**config.mk**
```make
export PLATFORM = sky130hd
export DESIGN_NAME = strict_priority_task_queue_unit
export DESIGN_NICKNAME = d
export VERILOG_FILES = /design/src/hdl/spq_pkg.sv /design/src/hdl/spq_store.sv /design/src/hdl/spq_ctrl.sv /design/src/hdl/strict_priority_task_queue_unit.sv
export SDC_FILE = /design/constraint.sdc
export NUM_CORES = 1
export LEC_CHECK = 0
export BUFFER_PORTS_ARGS = -buffer_cell sky130_fd_sc_hd__clkbuf_2
export CORE_ASPECT_RATIO = 0.8
export CORE_MARGIN = 4
export CORE_UTILIZATION = 55
export CTS_CLUSTER_SIZE = 8
export DETAILED_ROUTE_END_ITERATION = 10
export PLACE_DENSITY = 0.74
export SLEW_MARGIN = 40
export SYNTH_ARGS = -nofsm -noshare
export SYNTH_HDL_FRONTEND = slang
export SYNTH_HIERARCHICAL = 1
export SYNTH_SLANG_ARGS = --single-unit
```
**constraint.sdc**
```tcl
create_clock -name aclk -period 4.28 [get_ports aclk]
set_clock_uncertainty 0.2 [all_clocks]
set_input_delay 0.642 -clock aclk [delete_from_list [all_inputs] [get_ports aclk]]
set_output_delay 0.642 -clock aclk [all_outputs]
set_load 0.01 [all_outputs]
```
**src/hdl/spq_pkg.sv**
```systemverilog
// ----------------------------------------------------------------------------
// Strict priority task queue package
// Shared codes and the control word passed from the queue control to the top.
// ----------------------------------------------------------------------------
package spq_pkg;

    // Number of priority levels, each with its own ring in the task memory.
    localparam int NUM_LEVELS = 3;

    // Command codes carried in s_tuser.
    localparam logic CMD_PUSH = 1'b0;
    localparam logic CMD_POP  = 1'b1;

    // Priority level codes; the unused code is treated as low on a push.
    localparam logic [1:0] LVL_HIGH   = 2'd0;
    localparam logic [1:0] LVL_NORMAL = 2'd1;
    localparam logic [1:0] LVL_LOW    = 2'd2;
    localparam logic [1:0] LVL_UNUSED = 2'd3;

    // Result status codes carried in m_tuser.
    localparam logic [1:0] ST_DONE  = 2'd0;
    localparam logic [1:0] ST_EMPTY = 2'd1;
    localparam logic [1:0] ST_FULL  = 2'd2;

    // Decision for one word, made by the queue control.
    typedef struct packed {
        logic       wr_en;    // push goes into the task memory
        logic       rd_en;    // pop reads the task memory
        logic [1:0] status;   // result status
        logic [1:0] level;    // level of the popped task, high otherwise
        logic       pending;  // some queue holds a task after this word
    } spq_op_t;

endpackage

```
**src/hdl/spq_store.sv**
```systemverilog
// ----------------------------------------------------------------------------
// Task memory
// Simple dual-port memory holding all three rings, one registered read port.
// ----------------------------------------------------------------------------
module spq_store #(
    parameter int ENTRIES   = 48,
    parameter int ADDR_BITS = 6,
    parameter int DATA_BITS = 8
) (
    input  logic                 aclk,
    input  logic                 wr_en,
    input  logic [ADDR_BITS-1:0] wr_addr,
    input  logic [DATA_BITS-1:0] wr_data,
    input  logic                 rd_en,
    input  logic [ADDR_BITS-1:0] rd_addr,
    output logic [DATA_BITS-1:0] rd_data
);

    logic [DATA_BITS-1:0] mem [ENTRIES];
    logic [DATA_BITS-1:0] rd_data_reg;

    // Write port.
    always_ff @(posedge aclk) begin
        if (wr_en) begin
            mem[wr_addr] <= wr_data;
        end
    end

    // Read port; the data holds until the next read.
    always_ff @(posedge aclk) begin
        if (rd_en) begin
            rd_data_reg <= mem[rd_addr];
        end
    end

    assign rd_data = rd_data_reg;

endmodule

```
**src/hdl/spq_ctrl.sv**
```systemverilog
// ----------------------------------------------------------------------------
// Queue control
// Head, tail and fill count per level, priority select and memory addressing.
// ----------------------------------------------------------------------------
module spq_ctrl #(
    parameter int QUEUE_DEPTH = 16,
    parameter int ADDR_BITS   = 6
) (
    input  logic                 aclk,
    input  logic                 aresetn,
    input  logic                 accept,
    input  logic                 cmd,
    input  logic [1:0]           level,
    output spq_pkg::spq_op_t     op,
    output logic [ADDR_BITS-1:0] addr
);

    localparam int PTR_BITS = $clog2(QUEUE_DEPTH);
    localparam int CNT_BITS = $clog2(QUEUE_DEPTH + 1);
    localparam logic [ADDR_BITS-1:0] BASE_NORMAL = ADDR_BITS'(QUEUE_DEPTH);
    localparam logic [ADDR_BITS-1:0] BASE_LOW    = ADDR_BITS'(2 * QUEUE_DEPTH);
    localparam logic [PTR_BITS-1:0]  PTR_LAST    = PTR_BITS'(QUEUE_DEPTH - 1);
    localparam logic [CNT_BITS-1:0]  CNT_FULL    = CNT_BITS'(QUEUE_DEPTH);

    logic [PTR_BITS-1:0] head_reg  [spq_pkg::NUM_LEVELS];
    logic [PTR_BITS-1:0] head_next [spq_pkg::NUM_LEVELS];
    logic [PTR_BITS-1:0] tail_reg  [spq_pkg::NUM_LEVELS];
    logic [PTR_BITS-1:0] tail_next [spq_pkg::NUM_LEVELS];
    logic [CNT_BITS-1:0] count_reg [spq_pkg::NUM_LEVELS];
    logic [CNT_BITS-1:0] count_next[spq_pkg::NUM_LEVELS];

    logic [spq_pkg::NUM_LEVELS-1:0] nonempty;
    logic [1:0]          push_lvl;
    logic [1:0]          pop_lvl;
    logic [1:0]          act_lvl;
    logic                is_push;
    logic                found;
    logic                full;
    logic [PTR_BITS-1:0] ptr;
    logic [ADDR_BITS-1:0] base;

    // Level selection: pushes by their own level, pops by strict priority.
    always_comb begin
        for (int l = 0; l < spq_pkg::NUM_LEVELS; l++) begin
            nonempty[l] = (count_reg[l] != '0);
        end
        is_push  = (cmd == spq_pkg::CMD_PUSH);
        push_lvl = (level == spq_pkg::LVL_UNUSED) ? spq_pkg::LVL_LOW : level;
        if (nonempty[0]) begin
            pop_lvl = spq_pkg::LVL_HIGH;
        end else if (nonempty[1]) begin
            pop_lvl = spq_pkg::LVL_NORMAL;
        end else begin
            pop_lvl = spq_pkg::LVL_LOW;
        end
        found   = |nonempty;
        act_lvl = is_push ? push_lvl : pop_lvl;
        full    = (count_reg[act_lvl] == CNT_FULL);
    end

    // Memory address: ring base of the level plus tail or head.
    always_comb begin
        ptr = is_push ? tail_reg[act_lvl] : head_reg[act_lvl];
        case (act_lvl)
            spq_pkg::LVL_HIGH:   base = '0;
            spq_pkg::LVL_NORMAL: base = BASE_NORMAL;
            default:             base = BASE_LOW;
        endcase
        addr = base + ADDR_BITS'(ptr);
    end

    // Pointer and count updates, then the decision word.
    always_comb begin
        op.wr_en = is_push && !full;
        op.rd_en = !is_push && found;
        for (int l = 0; l < spq_pkg::NUM_LEVELS; l++) begin
            head_next[l]  = head_reg[l];
            tail_next[l]  = tail_reg[l];
            count_next[l] = count_reg[l];
            if (op.rd_en && (pop_lvl == 2'(l))) begin
                head_next[l]  = (head_reg[l] == PTR_LAST) ? '0 : head_reg[l] + 1'b1;
                count_next[l] = count_reg[l] - 1'b1;
            end
            if (op.wr_en && (push_lvl == 2'(l))) begin
                tail_next[l]  = (tail_reg[l] == PTR_LAST) ? '0 : tail_reg[l] + 1'b1;
                count_next[l] = count_reg[l] + 1'b1;
            end
        end
        if (is_push) begin
            op.status = full ? spq_pkg::ST_FULL : spq_pkg::ST_DONE;
        end else begin
            op.status = found ? spq_pkg::ST_DONE : spq_pkg::ST_EMPTY;
        end
        op.level   = op.rd_en ? pop_lvl : spq_pkg::LVL_HIGH;
        op.pending = (count_next[0] != '0) || (count_next[1] != '0) ||
                     (count_next[2] != '0);
    end

    // Ring state, updated on each accepted word.
    always_ff @(posedge aclk) begin
        if (!aresetn) begin
            for (int l = 0; l < spq_pkg::NUM_LEVELS; l++) begin
                head_reg[l]  <= '0;
                tail_reg[l]  <= '0;
                count_reg[l] <= '0;
            end
        end else if (accept) begin
            for (int l = 0; l < spq_pkg::NUM_LEVELS; l++) begin
                head_reg[l]  <= head_next[l];
                tail_reg[l]  <= tail_next[l];
                count_reg[l] <= count_next[l];
            end
        end
    end

    // A fill count never passes the ring depth.
    a_count_bound: assert property (@(posedge aclk) disable iff (!aresetn)
        (count_reg[0] <= CNT_FULL) && (count_reg[1] <= CNT_FULL) &&
        (count_reg[2] <= CNT_FULL))
        else $error("fill count above queue depth");

    // A word never writes and reads the memory at once.
    a_one_access: assert property (@(posedge aclk) disable iff (!aresetn)
        !(op.wr_en && op.rd_en))
        else $error("write and read in the same word");

    // An accepted pop that reads from the high level leaves it one entry shorter.
    a_pop_shrinks: assert property (@(posedge aclk) disable iff (!aresetn)
        (accept && op.rd_en && (pop_lvl == spq_pkg::LVL_HIGH)) |=>
        (count_reg[0] == $past(count_reg[0]) - 1'b1))
        else $error("pop did not shrink the high queue");

endmodule

```
**src/hdl/strict_priority_task_queue_unit.sv**
```systemverilog
// ----------------------------------------------------------------------------
// Strict priority task queue
// Three FIFO rings (high, normal, low) of task identifiers in one memory.
//
//   channel  dir  word                                  handshake
//   s_       in   tuser: cmd; tdata: level, task_id     s_tvalid / s_tready
//   m_       out  tuser: status; tdata: id, lvl, pend   m_tvalid / m_tready
//
// One word is taken per cycle while s_tready is high. Its result word is
// presented on m_ from the output register. The two stages are the
// registered memory read and the output register.
// Reset clears the head, tail and count registers; the memory is not cleared
// and needs no clearing pass, since only filled entries are read.
// s_tready drops only when both the read stage and the output register hold
// words and m_tready is low.
// ----------------------------------------------------------------------------
module strict_priority_task_queue_unit #(
    parameter int QUEUE_DEPTH = 16,
    parameter int ID_BITS     = 8
) (
    input  logic        aclk,
    input  logic        aresetn,
    input  logic        s_tvalid,
    output logic        s_tready,
    input  logic [15:0] s_tdata,   // [1:0] level, [9:2] task_id, rest zero
    input  logic        s_tuser,   // [0] cmd
    output logic        m_tvalid,
    input  logic        m_tready,
    output logic [15:0] m_tdata,   // [7:0] popped_id, [9:8] popped_level,
                                   // [10] any_pending, rest zero
    output logic [1:0]  m_tuser    // [1:0] status
);

    localparam int ENTRIES    = spq_pkg::NUM_LEVELS * QUEUE_DEPTH;
    localparam int ADDR_BITS  = $clog2(ENTRIES);
    localparam int STORE_BITS = (ID_BITS < 8) ? ID_BITS : 8;

    logic                  accept;
    spq_pkg::spq_op_t      op;
    logic [ADDR_BITS-1:0]  addr;
    logic [STORE_BITS-1:0] rd_data;

    // Read stage: decision of the word whose memory read is in flight.
    logic       s1_vld_reg;
    logic       s1_found_reg;
    logic [1:0] s1_status_reg;
    logic [1:0] s1_level_reg;
    logic       s1_pending_reg;
    logic       s1_advance;

    // Output register.
    logic       m_vld_reg;
    logic [7:0] m_id_reg;
    logic [1:0] m_level_reg;
    logic       m_pending_reg;
    logic [1:0] m_status_reg;
    logic       m_free;

    assign m_free     = !m_vld_reg || m_tready;
    assign s1_advance = s1_vld_reg && m_free;
    assign s_tready   = !s1_vld_reg || m_free;
    assign accept     = s_tvalid && s_tready;

    spq_ctrl #(
        .QUEUE_DEPTH (QUEUE_DEPTH),
        .ADDR_BITS   (ADDR_BITS)
    ) u_ctrl (
        .aclk    (aclk),
        .aresetn (aresetn),
        .accept  (accept),
        .cmd     (s_tuser),
        .level   (s_tdata[1:0]),
        .op      (op),
        .addr    (addr)
    );

    spq_store #(
        .ENTRIES   (ENTRIES),
        .ADDR_BITS (ADDR_BITS),
        .DATA_BITS (STORE_BITS)
    ) u_store (
        .aclk    (aclk),
        .wr_en   (accept && op.wr_en),
        .wr_addr (addr),
        .wr_data (s_tdata[2 +: STORE_BITS]),
        .rd_en   (accept && op.rd_en),
        .rd_addr (addr),
        .rd_data (rd_data)
    );

    // Read stage control.
    always_ff @(posedge aclk) begin
        if (!aresetn) begin
            s1_vld_reg <= 1'b0;
        end else if (accept) begin
            s1_vld_reg <= 1'b1;
        end else if (s1_advance) begin
            s1_vld_reg <= 1'b0;
        end
    end

    // Read stage payload.
    always_ff @(posedge aclk) begin
        if (accept) begin
            s1_found_reg   <= op.rd_en;
            s1_status_reg  <= op.status;
            s1_level_reg   <= op.level;
            s1_pending_reg <= op.pending;
        end
    end

    // Output register control.
    always_ff @(posedge aclk) begin
        if (!aresetn) begin
            m_vld_reg <= 1'b0;
        end else if (m_free) begin
            m_vld_reg <= s1_vld_reg;
        end
    end

    // Output register payload; the memory data is used only by a found pop.
    always_ff @(posedge aclk) begin
        if (s1_advance) begin
            m_id_reg      <= s1_found_reg ? 8'(rd_data) : 8'd0;
            m_level_reg   <= s1_level_reg;
            m_pending_reg <= s1_pending_reg;
            m_status_reg  <= s1_status_reg;
        end
    end

    assign m_tvalid = m_vld_reg;
    assign m_tuser  = m_status_reg;
    assign m_tdata  = {5'd0, m_pending_reg, m_level_reg, m_id_reg};

    // An empty pop means nothing is pending.
    a_empty_no_pending: assert property (@(posedge aclk) disable iff (!aresetn)
        (m_tvalid && (m_tuser == spq_pkg::ST_EMPTY)) |-> !m_tdata[10])
        else $error("empty pop reports pending tasks");

    // The input stalls only when both stages are occupied.
    a_stall_full: assert property (@(posedge aclk) disable iff (!aresetn)
        !s_tready |-> (s1_vld_reg && m_vld_reg && !m_tready))
        else $error("input stalled with room in the pipeline");

    // A word in the read stage reaches the output register when it is free.
    a_advance: assert property (@(posedge aclk) disable iff (!aresetn)
        (s1_vld_reg && m_free) |=> m_vld_reg)
        else $error("read stage word lost");

endmodule

```
==> qor.txt, run 1 <==
========================================================================================================
Endpoint of the worst register-to-register path ........................................... u_store/rd_data[5]$_DFFE_PP_
Amount of wire on met2 after detailed routing .............................................      18.9 mm
CTS Buffer Depth ..........................................................................            3
Hold buffers post-CTS .....................................................................            0
CP Capture Type ...........................................................................     register
Final weighted congestion of routability-driven global placement ..........................        0.849
Slew @ Worst Pin ..........................................................................     0.682 ns
Drt total wl ..............................................................................      40.9 mm
Max IR drop VDD ...........................................................................     0.326 mV
Placement-stage worst setup slack .........................................................   -0.0528 ns
CTS HTree Levels ..........................................................................            3
Synth Cell Area ...........................................................................   0.0190 mm²
Total CTS buffers .........................................................................           66
Min-Delay Path Class ......................................................................    in -> reg
DRC violations left .......................................................................            0
Post-Synthesis Cells ......................................................................         1126
Unrepaired setup endpoints after global routing ...........................................           no
Maximum clock frequency ...................................................................      241 MHz
Mean area per synthesized cell ............................................................     16.8 µm²
Vias post-DR ..............................................................................        10700
Max-cap violations ........................................................................            0
Filler-free cell count of the finished design .............................................         1717
Global route total overflow ...............................................................            0
Insertion delay of the later-clocked pin in the worst-skew pair ...........................      0.55 ns
DRT antenna net count .....................................................................            0
Top area cells in the synthesized netlist ................................................. sky130_fd_sc_hd__edfxtp_1, sky130_fd_sc_hd__mux2i_1, sky130_fd_sc_hd__mux4_2, sky130_fd_sc_hd__nor2_1, sky130_fd_sc_hd__a22oi_1
FF-to-FF setup slack ......................................................................      0.13 ns
Die Ht ....................................................................................       174 µm
Final Hold Fails ..........................................................................            0
Worst Hold Path Cells .....................................................................            3
Number of antenna violations at the first check in global routing .........................            0
Number of endpoints failing setup at the final stage ......................................            0
Count of flip-flops with a built-in enable after synthesis ................................          450
Met3 wirelength from detailed routing .....................................................      3.05 mm
Outcome ...................................................................................    completed
Total iterations of the first detailed-routing run ........................................            5
Total Nets Final ..........................................................................         1305
Io pins ...................................................................................           41
HPWL after detailed placement .............................................................      25.5 mm
Fill cells ................................................................................         2241
Total negative slack for setup checks .....................................................         0 ns
Number of global-route vias before repair .................................................        10700
Overall Global Routing Usage ..............................................................        0.219
Number of cell instances on the worst register-to-register path ...........................           16
Final worst path period share .............................................................        0.969
Die W .....................................................................................       216 µm
Total count of max-transition violations in the final report ..............................            0
Post-CTS clock slew at the launch and capture registers of the worst setup and hold paths .      0.05 ns
Final Total Pwr ...........................................................................      10.9 mW
# clock sinks .............................................................................          452
Number of flip-flops under the largest register name ......................................          384
Layout area overhead ......................................................................        16.6%
Top metal layer carrying routed signals ...................................................         met4
CP required ...............................................................................      4.51 ns
Leak pwr ..................................................................................      7.59 nW
Post-synthesis sequential element count ...................................................          452
Clock tree from TritonCTS .................................................................        built
Initial Utilization .......................................................................        0.561
Worst path setup slack after routing ......................................................     0.131 ns
Total of warnings raised by yosys .........................................................            6
Power density of the placed cells .........................................................   495 mW/mm²
Floorplan Core Area .......................................................................   0.0338 mm²
Minimum clock period ......................................................................      4.15 ns
Post-synth ARST share .....................................................................            0
Via density per instance ..................................................................         6.21
First-pass GRT wire length ................................................................      63.6 mm
Maximum net fanout on the critical path ...................................................           23
Signal arrival time at the worst endpoint .................................................      4.38 ns
Cell count after placement ................................................................         1636
Count of unique library cells instantiated by Yosys .......................................           66
Starting DRT DRC Count ....................................................................         1213
Full die area .............................................................................   0.0375 mm²
Most used flip-flop cell after synthesis .................................................. sky130_fd_sc_hd__edfxtp_1
ANT cells .................................................................................            0
Number of rows in the core area ...........................................................           60
Reg-to-reg critical path startpoint ....................................................... u_ctrl/count_reg[1][0]$_SDFFCE_PN0P_
Share of post-route cells with drive strength above 1 .....................................        0.228
Post-synthesis cell type with the largest combined area ................................... sky130_fd_sc_hd__edfxtp_1
Critical path startpoint category .........................................................     register
Input/output buffers ......................................................................           29
Largest net degree at the start of global routing .........................................           49
Met1 wire length ..........................................................................      18.2 mm
Share of the yosys chip area belonging to registers .......................................        0.715
Start point of the worst min-delay path ...................................................     s_tvalid
Sink of the worst hold path ............................................................... s1_vld_reg$_SDFFE_PN0P_
Classification of the worst setup path ....................................................   reg -> reg
Clock root buffer ......................................................................... sky130_fd_sc_hd__clkbuf_16
Yosys top cell area share .................................................................        0.713
Normalized max-slew margin ................................................................        0.541
Avg WL per Cell ...........................................................................      23.8 µm
========================================================================================================
## cells in the mapped netlist (3+ instances only)
library cell and n:
sky130_fd_sc_hd__edfxtp_1 450, sky130_fd_sc_hd__mux2i_1 135, sky130_fd_sc_hd__nor2_1 84, sky130_fd_sc_hd__mux4_2 40, sky130_fd_sc_hd__a21oi_1 39, sky130_fd_sc_hd__nand2_1 39
sky130_fd_sc_hd__a22oi_1 33, sky130_fd_sc_hd__clkbuf_1 21, sky130_fd_sc_hd__a221oi_1 16, sky130_fd_sc_hd__a22o_1 16, sky130_fd_sc_hd__buf_4 16, sky130_fd_sc_hd__inv_1 16
sky130_fd_sc_hd__o21ai_0 16, sky130_fd_sc_hd__ha_1 14, sky130_fd_sc_hd__o22ai_1 13, sky130_fd_sc_hd__and2_1 12, sky130_fd_sc_hd__nand3_1 12, sky130_fd_sc_hd__nor3_1 12
sky130_fd_sc_hd__buf_6 10, sky130_fd_sc_hd__a31oi_1 9, sky130_fd_sc_hd__buf_1 9, sky130_fd_sc_hd__xnor2_1 9, sky130_fd_sc_hd__nor2b_1 8, sky130_fd_sc_hd__o41ai_2 8
sky130_fd_sc_hd__buf_2 7, sky130_fd_sc_hd__nand2b_1 7, sky130_fd_sc_hd__nand4_1 7, sky130_fd_sc_hd__nand4b_1 7, sky130_fd_sc_hd__and3_1 6, sky130_fd_sc_hd__a221o_1 4
sky130_fd_sc_hd__a311oi_1 4, sky130_fd_sc_hd__o21a_1 3, sky130_fd_sc_hd__xor2_1 3
## critical path, cell delays in order, from the launching register on
cell and delay [ns]:
sky130_fd_sc_hd__edfxtp_1 0.40, sky130_fd_sc_hd__inv_1 0.10, sky130_fd_sc_hd__ha_1 0.18, sky130_fd_sc_hd__or4b_4 0.47, sky130_fd_sc_hd__nand3_2 0.11, sky130_fd_sc_hd__nand2_2 0.10, sky130_fd_sc_hd__a221o_1 0.38, sky130_fd_sc_hd__a21oi_2 0.21
sky130_fd_sc_hd__nor2_4 0.05, sky130_fd_sc_hd__buf_12 0.16, sky130_fd_sc_hd__buf_12 0.17, sky130_fd_sc_hd__mux2i_1 0.15, sky130_fd_sc_hd__a22o_1 0.23, sky130_fd_sc_hd__a221oi_1 0.38, sky130_fd_sc_hd__o22ai_1 0.19, sky130_fd_sc_hd__o41ai_2 0.33
sky130_fd_sc_hd__buf_4 0.17
## final cells by class
type / instances / area, µm² / area share
clock buffer: 74 / 1700 / 0.0770
clock inverter: 7 / 93.8 / 0.00425
timing repair buffer: 136 / 1070 / 0.0483
sequential: 452 / 13600 / 0.613
tap: 434 / 543 / 0.0246
inverter: 17 / 63.8 / 0.00289
multi-input combinational: 597 / 5080 / 0.230
## cells by family (layout without fill, tap and decap cells)
family | after synthesis | count (layout) | synth area share
DFF | 452 | 452 | 0.715
AOI/OAI and AO/OA | 174 | 174 | 0.0683
muxes | 175 | 175 | 0.119
and+or+nand+nor | 217 | 217 | 0.0593
xor gates and xnor gates | 12 | 12 | 0.00554
buffers and inverters | 81 | 234 | 0.0237
other | 1 | 5 | 0.000198
adders and majority gates | 14 | 14 | 0.00924
## metal layers
layer	GRT usage	vias to the layer above
met4	0.0596	0
met3	0.0398	59
met5	0	-
met2	0.331	460
met1	0.334	5382
li1	-	4766
## repair_timing
item,in CTS,in global routing
pin swaps,1,2
endpoints found under the setup margin,2,8
setup buffers,0,0
gates resized for setup,2,15
endpoints found under the hold margin,0,0
## cell usage in the layout (no fill, tap or decap), drive strengths merged, types with 14 or more instances in the layout
master / Yosys / routed
edfxtp: 450 / 450
mux2i: 135 / 135
buf: 42 / 107
clkbuf: 22 / 103
nor2: 85 / 85
mux4: 40 / 40
a21oi: 40 / 40
nand2: 39 / 39
a22oi: 34 / 34
inv: 17 / 23
a22o: 16 / 16
o21ai: 16 / 16
a221oi: 16 / 16
ha: 14 / 14
## worst max-delay path by stage
stage / endpoint / start / cells after the start
after global placement: u_store/rd_data[7]$_DFFE_PP_ / u_ctrl/count_reg[1][1]$_SDFFCE_PN0P_ / 16
after global routing: u_store/rd_data[0]$_DFFE_PP_ / u_ctrl/count_reg[1][0]$_SDFFCE_PN0P_ / 16
after floorplan: u_store/rd_data[0]$_DFFE_PP_ / u_ctrl/count_reg[1][0]$_SDFFCE_PN0P_ / 14
after CTS: u_store/rd_data[2]$_DFFE_PP_ / u_ctrl/count_reg[1][0]$_SDFFCE_PN0P_ / 14
final: u_store/rd_data[5]$_DFFE_PP_ / u_ctrl/count_reg[1][0]$_SDFFCE_PN0P_ / 16
after detailed placement: u_store/rd_data[7]$_DFFE_PP_ / u_ctrl/count_reg[1][1]$_SDFFCE_PN0P_ / 16
## per-stage QoR
stage	util	hold WS [ns]	cell area [µm²]
after CTS	0.652	0.142	22000
after global routing	0.654	0.184	22100
after floorplan	-	0.200	19000
after global placement	0.598	0.210	20200
final	0.654	0.178	22100
after detailed placement	0.599	0.210	20200
## power breakdown
part           leakage [nW]  total (mW)  internal [mW]  switching, mW
Combinational          2.57        1.36          0.576          0.784
Clock                 0.880        4.57           2.85           1.73
Sequential             4.14        5.01           4.97         0.0469
No activity file was read; power rests on OpenSTA's default activity.
==> inputs of run 2 (changes only) <==
Settings changed: CORE_ASPECT_RATIO 0.8 to 1.1.
==> run 2 against run 1 <==
Effect of this change: flip-flop and latch count unchanged; worst setup slack is essentially flat; power down 1.3%; combinational power fell by 5%; final area down 0.40%; die area is essentially flat; maximum frequency hardly changed; critical endpoint is now u_store/rd_data[0]$_DFFE_PP_; largest power group unchanged.
==> qor.txt, run 2 (synthesized netlist as in run 1, its figures left out) <==
========================================================================================================
Full die area .............................................................................   0.0375 mm²   about the same
Largest net degree at the start of global routing .........................................           49   unchanged
Total CTS buffers .........................................................................           66   unchanged
Insertion delay of the later-clocked pin in the worst-skew pair ...........................      0.56 ns   about the same
CP Capture Type ...........................................................................     register
Maximum net fanout on the critical path ...................................................           25   +8.7%
Flop pwr share ............................................................................        0.464   +0.006
Layout area overhead ......................................................................        16.1%
Final Hold Fails ..........................................................................            0   unchanged
Part of the power in combinational logic ..................................................        0.120   -0.004
Floorplan Core Area .......................................................................   0.0341 mm²   +0.98%
Endpoint of the worst register-to-register path ........................................... u_store/rd_data[0]$_DFFE_PP_
Starting DRT DRC Count ....................................................................          808   -33%
Switching Share ...........................................................................        0.231   -0.00255
Via density per instance ..................................................................         6.18   -0.47%
Share of post-route cells with drive strength above 1 .....................................        0.223   -0.00580
Normalized max-slew margin ................................................................        0.456   -0.0844
Reported net switching power ..............................................................      2.49 mW   -2.4%
Number of endpoints failing setup at the final stage ......................................            0   unchanged
Final weighted congestion of routability-driven global placement ..........................        0.838   -1.2%
Clock tree from TritonCTS .................................................................        built
Leak pwr ..................................................................................      7.53 nW   -0.81%
Signal arrival time at the worst endpoint .................................................      4.30 ns   -0.08 ns
HPWL after detailed placement .............................................................      25.0 mm   -1.9%
Reg-to-reg critical path startpoint ....................................................... u_ctrl/count_reg[1][1]$_SDFFCE_PN0P_
Minimum clock period ......................................................................      4.15 ns   -0.000309 ns
Most frequent standard cell in the layout excluding fill and tap cells .................... sky130_fd_sc_hd__edfxtp_1
Number of global-route vias before repair .................................................        10800   +1.8%
Die W .....................................................................................       185 µm   -14%
Vias post-DR ..............................................................................        10500   -1.2%
Io pins ...................................................................................           41   unchanged
Worst Hold Path Cells .....................................................................            3   unchanged
Number of flip-flops under the largest register name ......................................          384   unchanged
DRC violations left .......................................................................            0   unchanged
Internal ..................................................................................      8.30 mW   -1.0%
Clock root buffer ......................................................................... sky130_fd_sc_hd__clkbuf_16
Fill cells ................................................................................         2385   +6.4%
Start point of the worst min-delay path ...................................................     s_tvalid
Die Ht ....................................................................................       203 µm   +16%
Critical path startpoint category .........................................................     register
Initial Utilization .......................................................................        0.556   -0.00543
Post-CTS clock slew at the launch and capture registers of the worst setup and hold paths .      0.05 ns   about the same
Final Total Pwr ...........................................................................      10.8 mW   -1.3%
Slew @ Worst Pin ..........................................................................     0.807 ns   +0.125 ns
Fraction of power consumed by the clock network ...........................................        0.416   -0.002
Classification of the worst setup path ....................................................   reg -> reg
Most frequent cells in the layout ......................................................... sky130_fd_sc_hd__edfxtp_1, sky130_fd_sc_hd__mux2i_1, sky130_fd_sc_hd__buf_4
Overall Global Routing Usage ..............................................................        0.219   -0.000558
Total Nets Final ..........................................................................         1291   -1.1%
Max IR drop VDD ...........................................................................     0.272 mV   -17%
CTS Buffer Depth ..........................................................................            3   unchanged
First-pass GRT wire length ................................................................      62.8 mm   -1.3%
Avg WL per Cell ...........................................................................      23.6 µm   -0.96%
Drt total wl ..............................................................................      40.2 mm   -1.7%
CP required ...............................................................................      4.43 ns   -0.08 ns
Outcome ...................................................................................    completed
Number of antenna violations at the first check in global routing .........................            0   unchanged
Min-Delay Path Class ......................................................................    in -> reg
CTS HTree Levels ..........................................................................            3   unchanged
Maximum clock frequency ...................................................................      241 MHz   about the same
Power density of the placed cells .........................................................   490 mW/mm²   -0.95%
# clock sinks .............................................................................          452   unchanged
Final worst path period share .............................................................        0.969   about the same
Number of rows in the core area ...........................................................           71   +18%
Worst Hold Margin .........................................................................     0.182 ns   +0.00435 ns
Number of cell instances on the worst register-to-register path ...........................           16   unchanged
Sink of the worst hold path ............................................................... s1_vld_reg$_SDFFE_PN0P_
Total count of max-transition violations in the final report ..............................            0   unchanged
Input/output buffers ......................................................................           29   unchanged
Setup repair bufs after CTS ...............................................................            0   unchanged
Max-cap violations ........................................................................            0   unchanged
Total iterations of the first detailed-routing run ........................................            6   +1
DRT antenna net count .....................................................................            0   unchanged
Non-Filler Cell Area, Final ...............................................................   0.0220 mm²   -0.40%
FF-to-FF setup slack ......................................................................      0.13 ns   about the same
Unrepaired setup endpoints after global routing ...........................................          yes
Global route total overflow ...............................................................            0   unchanged
Placement Cell Area .......................................................................   0.0201 mm²   -0.43%
Launching instance or port of the critical path ........................................... u_ctrl/count_reg[1][1]$_SDFFCE_PN0P_
ANT cells .................................................................................            0   unchanged
========================================================================================================
==> run 2: how the worst max path moves through the flow <==
stage                              endpoint  slack (ns)
2_1_floorplan  u_store/rd_data[0]$_DFFE_PP_        0.33
3_3_place_gp   u_store/rd_data[6]$_DFFE_PP_        0.17
3_5_place_dp   u_store/rd_data[7]$_DFFE_PP_        0.06
4_1_cts        u_store/rd_data[6]$_DFFE_PP_        0.04
5_1_grt        u_store/rd_data[2]$_DFFE_PP_       -0.02
6_report       u_store/rd_data[0]$_DFFE_PP_        0.13
==> run 2: cell type report <==
| type | instances | area, µm² | area share |
|---|---|---|---|
| clock buffers | 72 | 1710 | 0.0775 |
| clock inverters | 7 | 71.3 | 0.00324 |
| inverters | 17 | 63.8 | 0.00290 |
| multi-input cells | 597 | 5100 | 0.232 |
| flip-flops and latches | 452 | 13600 | 0.616 |
| well taps | 438 | 548 | 0.0249 |
| repair buffers | 122 | 976 | 0.0443 |
==> run 2: critical path: stages (launching register included) <==
cell and delay (ns):
sky130_fd_sc_hd__edfxtp_1 0.39, sky130_fd_sc_hd__inv_1 0.12, sky130_fd_sc_hd__ha_1 0.21, sky130_fd_sc_hd__or4b_4 0.52, sky130_fd_sc_hd__nand3_2 0.11, sky130_fd_sc_hd__nand2_1 0.11
sky130_fd_sc_hd__a221o_1 0.38, sky130_fd_sc_hd__a21oi_2 0.19, sky130_fd_sc_hd__nor2_4 0.09, sky130_fd_sc_hd__buf_12 0.17, sky130_fd_sc_hd__buf_12 0.19, sky130_fd_sc_hd__buf_4 0.18
sky130_fd_sc_hd__buf_4 0.17, sky130_fd_sc_hd__mux2i_1 0.12, sky130_fd_sc_hd__a22oi_1 0.34, sky130_fd_sc_hd__a21oi_1 0.13, sky130_fd_sc_hd__o41ai_2 0.32
==> run 2: per-layer routing <==
layer	GRT usage	up-vias	wire length [µm]
met3	0.0394	58	2350
met5	0	-	0
li1	-	4746	-
met4	0.0595	0	691
met1	0.298	5372	16400
met2	0.368	367	20800
==> run 2: power by group through the flow <==
stage                     combinational [mW]  sequential (mW)  clock, mW
after floorplan                        0.851             5.09          0
after global placement                  1.23             5.09          0
after detailed placement                1.26             5.09          0
after CTS                               1.27             5.01       4.58
after global routing                    1.38             5.01       4.81
final                                   1.29             5.01       4.49
==> run 2: what timing repair did <==
action | in CTS | in global routing
hold buffers | 0 | 0
resized for setup | 0 | 18
setup endpoints to repair | 0 | 16
endpoints found under the hold margin | 0 | 0
==> run 2: through the flow <==
stage / setup TNS, ns / utilization / instances / setup slack [ns]
after global routing: -0.0272 / 0.645 / 1705 / -0.0230
after CTS: 0 / 0.642 / 1705 / 0.0362
after global placement: 0 / 0.590 / 1626 / 0.168
after floorplan: 0 / - / 1130 / 0.327
after detailed placement: 0 / 0.590 / 1626 / 0.0623
final: 0 / 0.645 / 1705 / 0.131
==> inputs of run 3 (changes only) <==
Settings changed: CORE_ASPECT_RATIO 1.1 to unset, CTS_BUF_LIST set to sky130_fd_sc_hd__clkbuf_4 sky130_fd_sc_hd__clkbuf_8.
==> run 3 against run 2 <==
Effect of this change: sequential power about the same; maximum frequency about the same; utilization is essentially flat; power is 8.4% lower; via count increased by 1.0%; final area decreased by 0.93%; sequential share of layout area is 0.58 points higher; clock power decreased by 21%; first-iteration DRC count is 22% higher; combinational power grew 4%; worst hold slack improved by 0.0099 ns.
==> qor.txt, run 3 (synthesized netlist as in run 1, its figures left out) <==
========================================================================================================
Met1 layer usage reported by global route .................................................        0.292   -0.00557
Start point of the worst min-delay path ...................................................     s_tvalid
Maximum net fanout on the critical path ...................................................           20   -20%
Clock tree from TritonCTS .................................................................        built
Final Hold Fails ..........................................................................            0   unchanged
Max IR drop VDD ...........................................................................     0.231 mV   -15%
FF-to-FF setup slack ......................................................................      0.13 ns   about the same
Number of antenna violations at the first check in global routing .........................            1   +1
Placement Cell Area .......................................................................   0.0202 mm²   +0.53%
Insertion delay of the later-clocked pin in the worst-skew pair ...........................      0.60 ns   +0.04 ns
Worst Hold Path Cells .....................................................................            3   unchanged
Min-Delay Path Class ......................................................................    in -> reg
Die W .....................................................................................       194 µm   +4.7%
Minimum clock period ......................................................................      4.15 ns   -0.00182 ns
Avg WL per Cell ...........................................................................      22.6 µm   -4.0%
Max-cap violations ........................................................................            0   unchanged
Met2 demand-to-capacity share in global routing ...........................................        0.333   -0.0343
Final worst path period share .............................................................        0.969   about the same
Normalized max-slew margin ................................................................        0.502   +0.0462
Global Route met3 Usage ...................................................................       0.0408   +0.00141
Most frequent standard cell in the layout excluding fill and tap cells .................... sky130_fd_sc_hd__edfxtp_1
Number of rows in the core area ...........................................................           67   -5.6%
Critical path startpoint category .........................................................     register
Via density per instance ..................................................................         5.99   -3.1%
HPWL after detailed placement .............................................................      25.0 mm   +0.18%
Number of cell instances on the worst register-to-register path ...........................           16   unchanged
DRC violations left .......................................................................            0   unchanged
Total Nets Final ..........................................................................         1318   +2.1%
Initial Utilization .......................................................................        0.561   +0.00541
Slew @ Worst Pin ..........................................................................     0.745 ns   -0.0624 ns
Post-CTS clock slew at the launch and capture registers of the worst setup and hold paths .      0.06 ns   about the same
Critical-path cell list ................................................................... inv_1 -> ha_1 -> or4b_4 -> nand3_2 -> nand2_1 -> a221o_1 -> o22ai_2 -> nor2_4 -> buf_4 -> and2_1 -> buf_12 -> a22o_1 -> a221oi_1 -> buf_4 -> o22ai_1 -> o41ai_2
# clock sinks .............................................................................          452   unchanged
Number of global-route vias before repair .................................................        10600   -1.9%
Worst Hold Margin .........................................................................     0.192 ns   +0.00988 ns
Number of flip-flops under the largest register name ......................................          384   unchanged
Floorplan Core Area .......................................................................   0.0338 mm²   -0.96%
CTS Buffer Depth ..........................................................................            3   unchanged
Slowest Stage Delay on Critical Path ......................................................      0.48 ns   -0.04 ns
Clock root buffer ......................................................................... sky130_fd_sc_hd__clkbuf_8
Full die area .............................................................................   0.0375 mm²   about the same
Largest net degree at the start of global routing .........................................           49   unchanged
Share of post-route cells with drive strength above 1 .....................................        0.258   +0.0353
CP required ...............................................................................      4.48 ns   +0.05 ns
Drt total wl ..............................................................................      40.3 mm   +0.12%
Global route total overflow ...............................................................            0   unchanged
Number of endpoints failing setup at the final stage ......................................            0   unchanged
Outcome ...................................................................................    completed
Reg-to-reg critical path startpoint ....................................................... u_ctrl/count_reg[1][1]$_SDFFCE_PN0P_
Vias post-DR ..............................................................................        10600   +1.0%
Io pins ...................................................................................           41   unchanged
Die Ht ....................................................................................       194 µm   -4.5%
Signal arrival time at the worst endpoint .................................................      4.35 ns   +0.05 ns
First-pass GRT wire length ................................................................      61.1 mm   -2.7%
Placement-stage worst setup slack .........................................................   0.00288 ns   -0.0595 ns
CTS HTree Levels ..........................................................................            3   unchanged
Total count of max-transition violations in the final report ..............................            0   unchanged
DRT antenna net count .....................................................................            0   unchanged
Power density of the placed cells .........................................................   453 mW/mm²   -7.6%
Non-Filler Cell Area, Final ...............................................................   0.0218 mm²   -0.93%
Leak pwr ..................................................................................      7.50 nW   -0.41%
Total CTS buffers .........................................................................           73   +11%
ANT cells .................................................................................            0   unchanged
Classification of the worst setup path ....................................................   reg -> reg
Input/output buffers ......................................................................           29   unchanged
CP Capture Type ...........................................................................     register
Most frequent cell on the critical path ................................................... sky130_fd_sc_hd__buf_4
Slowest cell on crit path ................................................................. sky130_fd_sc_hd__or4b_4
Maximum clock frequency ...................................................................      241 MHz   about the same
Most frequent cells in the layout ......................................................... sky130_fd_sc_hd__edfxtp_1, sky130_fd_sc_hd__mux2i_1, sky130_fd_sc_hd__buf_4
Final weighted congestion of routability-driven global placement ..........................        0.860   +2.6%
Hold buffers post-CTS .....................................................................            0   unchanged
Endpoint of the worst register-to-register path ........................................... u_store/rd_data[7]$_DFFE_PP_
Layout area overhead ......................................................................        15.1%
Starting DRT DRC Count ....................................................................          983   +22%
Worst path setup slack after routing ......................................................     0.133 ns   +0.00182 ns
Sink of the worst hold path ............................................................... s1_vld_reg$_SDFFE_PN0P_
Overall Global Routing Usage ..............................................................        0.209   -0.0101
Total iterations of the first detailed-routing run ........................................            5   -1
Most used routing layer ...................................................................         met2
========================================================================================================
==> run 3: area by class of cell <==
type	instances	area, µm²
Clock buffer	102	1230
Clock inverter	20	154
Fill cell	2310	12000
Inverter	17	63.8
Multi-Input combinational cell	597	5100
Sequential cell	452	13600
Tap cell	448	561
Timing Repair Buffer	142	1160
==> run 3: metrics by stage <==
| stage | setup TNS (ns) | instances | utilization | total power [mW] |
|---|---|---|---|---|
| finish | 0 | 1778 | 0.646 | 9.89 |
| global route | -0.0810 | 1778 | 0.646 | 10.3 |
| CTS | 0 | 1773 | 0.640 | 9.91 |
| detailed placement | 0 | 1651 | 0.599 | 6.37 |
| global placement | 0 | 1651 | 0.598 | 6.34 |
| floorplan | 0 | 1130 | - | 5.94 |
==> run 3: worst max-delay path, delay by kind of cell (launching register included) <==
kind / cells / cell delay, ns
AO/OA/AOI/OAI: 6 / 1.52
buffers and inverters: 4 / 0.70
flip-flops: 1 / 0.38
adder cells (fa/ha/maj): 1 / 0.20
AND/OR/NAND/NOR: 5 / 0.96
==> run 3: report_power, final <==
part / switching, mW / internal [mW]
registers: 0.0536 / 4.96
clock network: 1.61 / 1.92
logic: 0.761 / 0.583
total: 2.43 / 7.46
==> run 3: timing repair <==
action / CTS / global route
setup endpoints to repair: 4 / 8
setup buffers: 0 / 3
resized for setup: 2 / 19
pin swaps: 0 / 1
gates cloned: 0 / 2
==> run 3: layer usage <==
layer | wire (µm) | part of all wire
met1 | 17100 | 0.42
met2 | 19500 | 0.48
met3 | 2640 | 0.065
met4 | 1090 | 0.027
met5 | 9 | 0.00022
==> run 3: worst max path at each step <==
stage | startpoint | end | depth (start not counted)
after floorplan | u_ctrl/count_reg[1][0]$_SDFFCE_PN0P_ | u_store/rd_data[0]$_DFFE_PP_ | 14
after global placement | u_ctrl/count_reg[1][1]$_SDFFCE_PN0P_ | u_store/rd_data[3]$_DFFE_PP_ | 14
after detailed placement | u_ctrl/count_reg[1][1]$_SDFFCE_PN0P_ | u_store/rd_data[4]$_DFFE_PP_ | 16
after CTS | u_ctrl/count_reg[1][1]$_SDFFCE_PN0P_ | u_store/rd_data[1]$_DFFE_PP_ | 15
after global routing | u_ctrl/count_reg[1][1]$_SDFFCE_PN0P_ | u_store/rd_data[1]$_DFFE_PP_ | 15
final | u_ctrl/count_reg[1][1]$_SDFFCE_PN0P_ | u_store/rd_data[7]$_DFFE_PP_ | 16
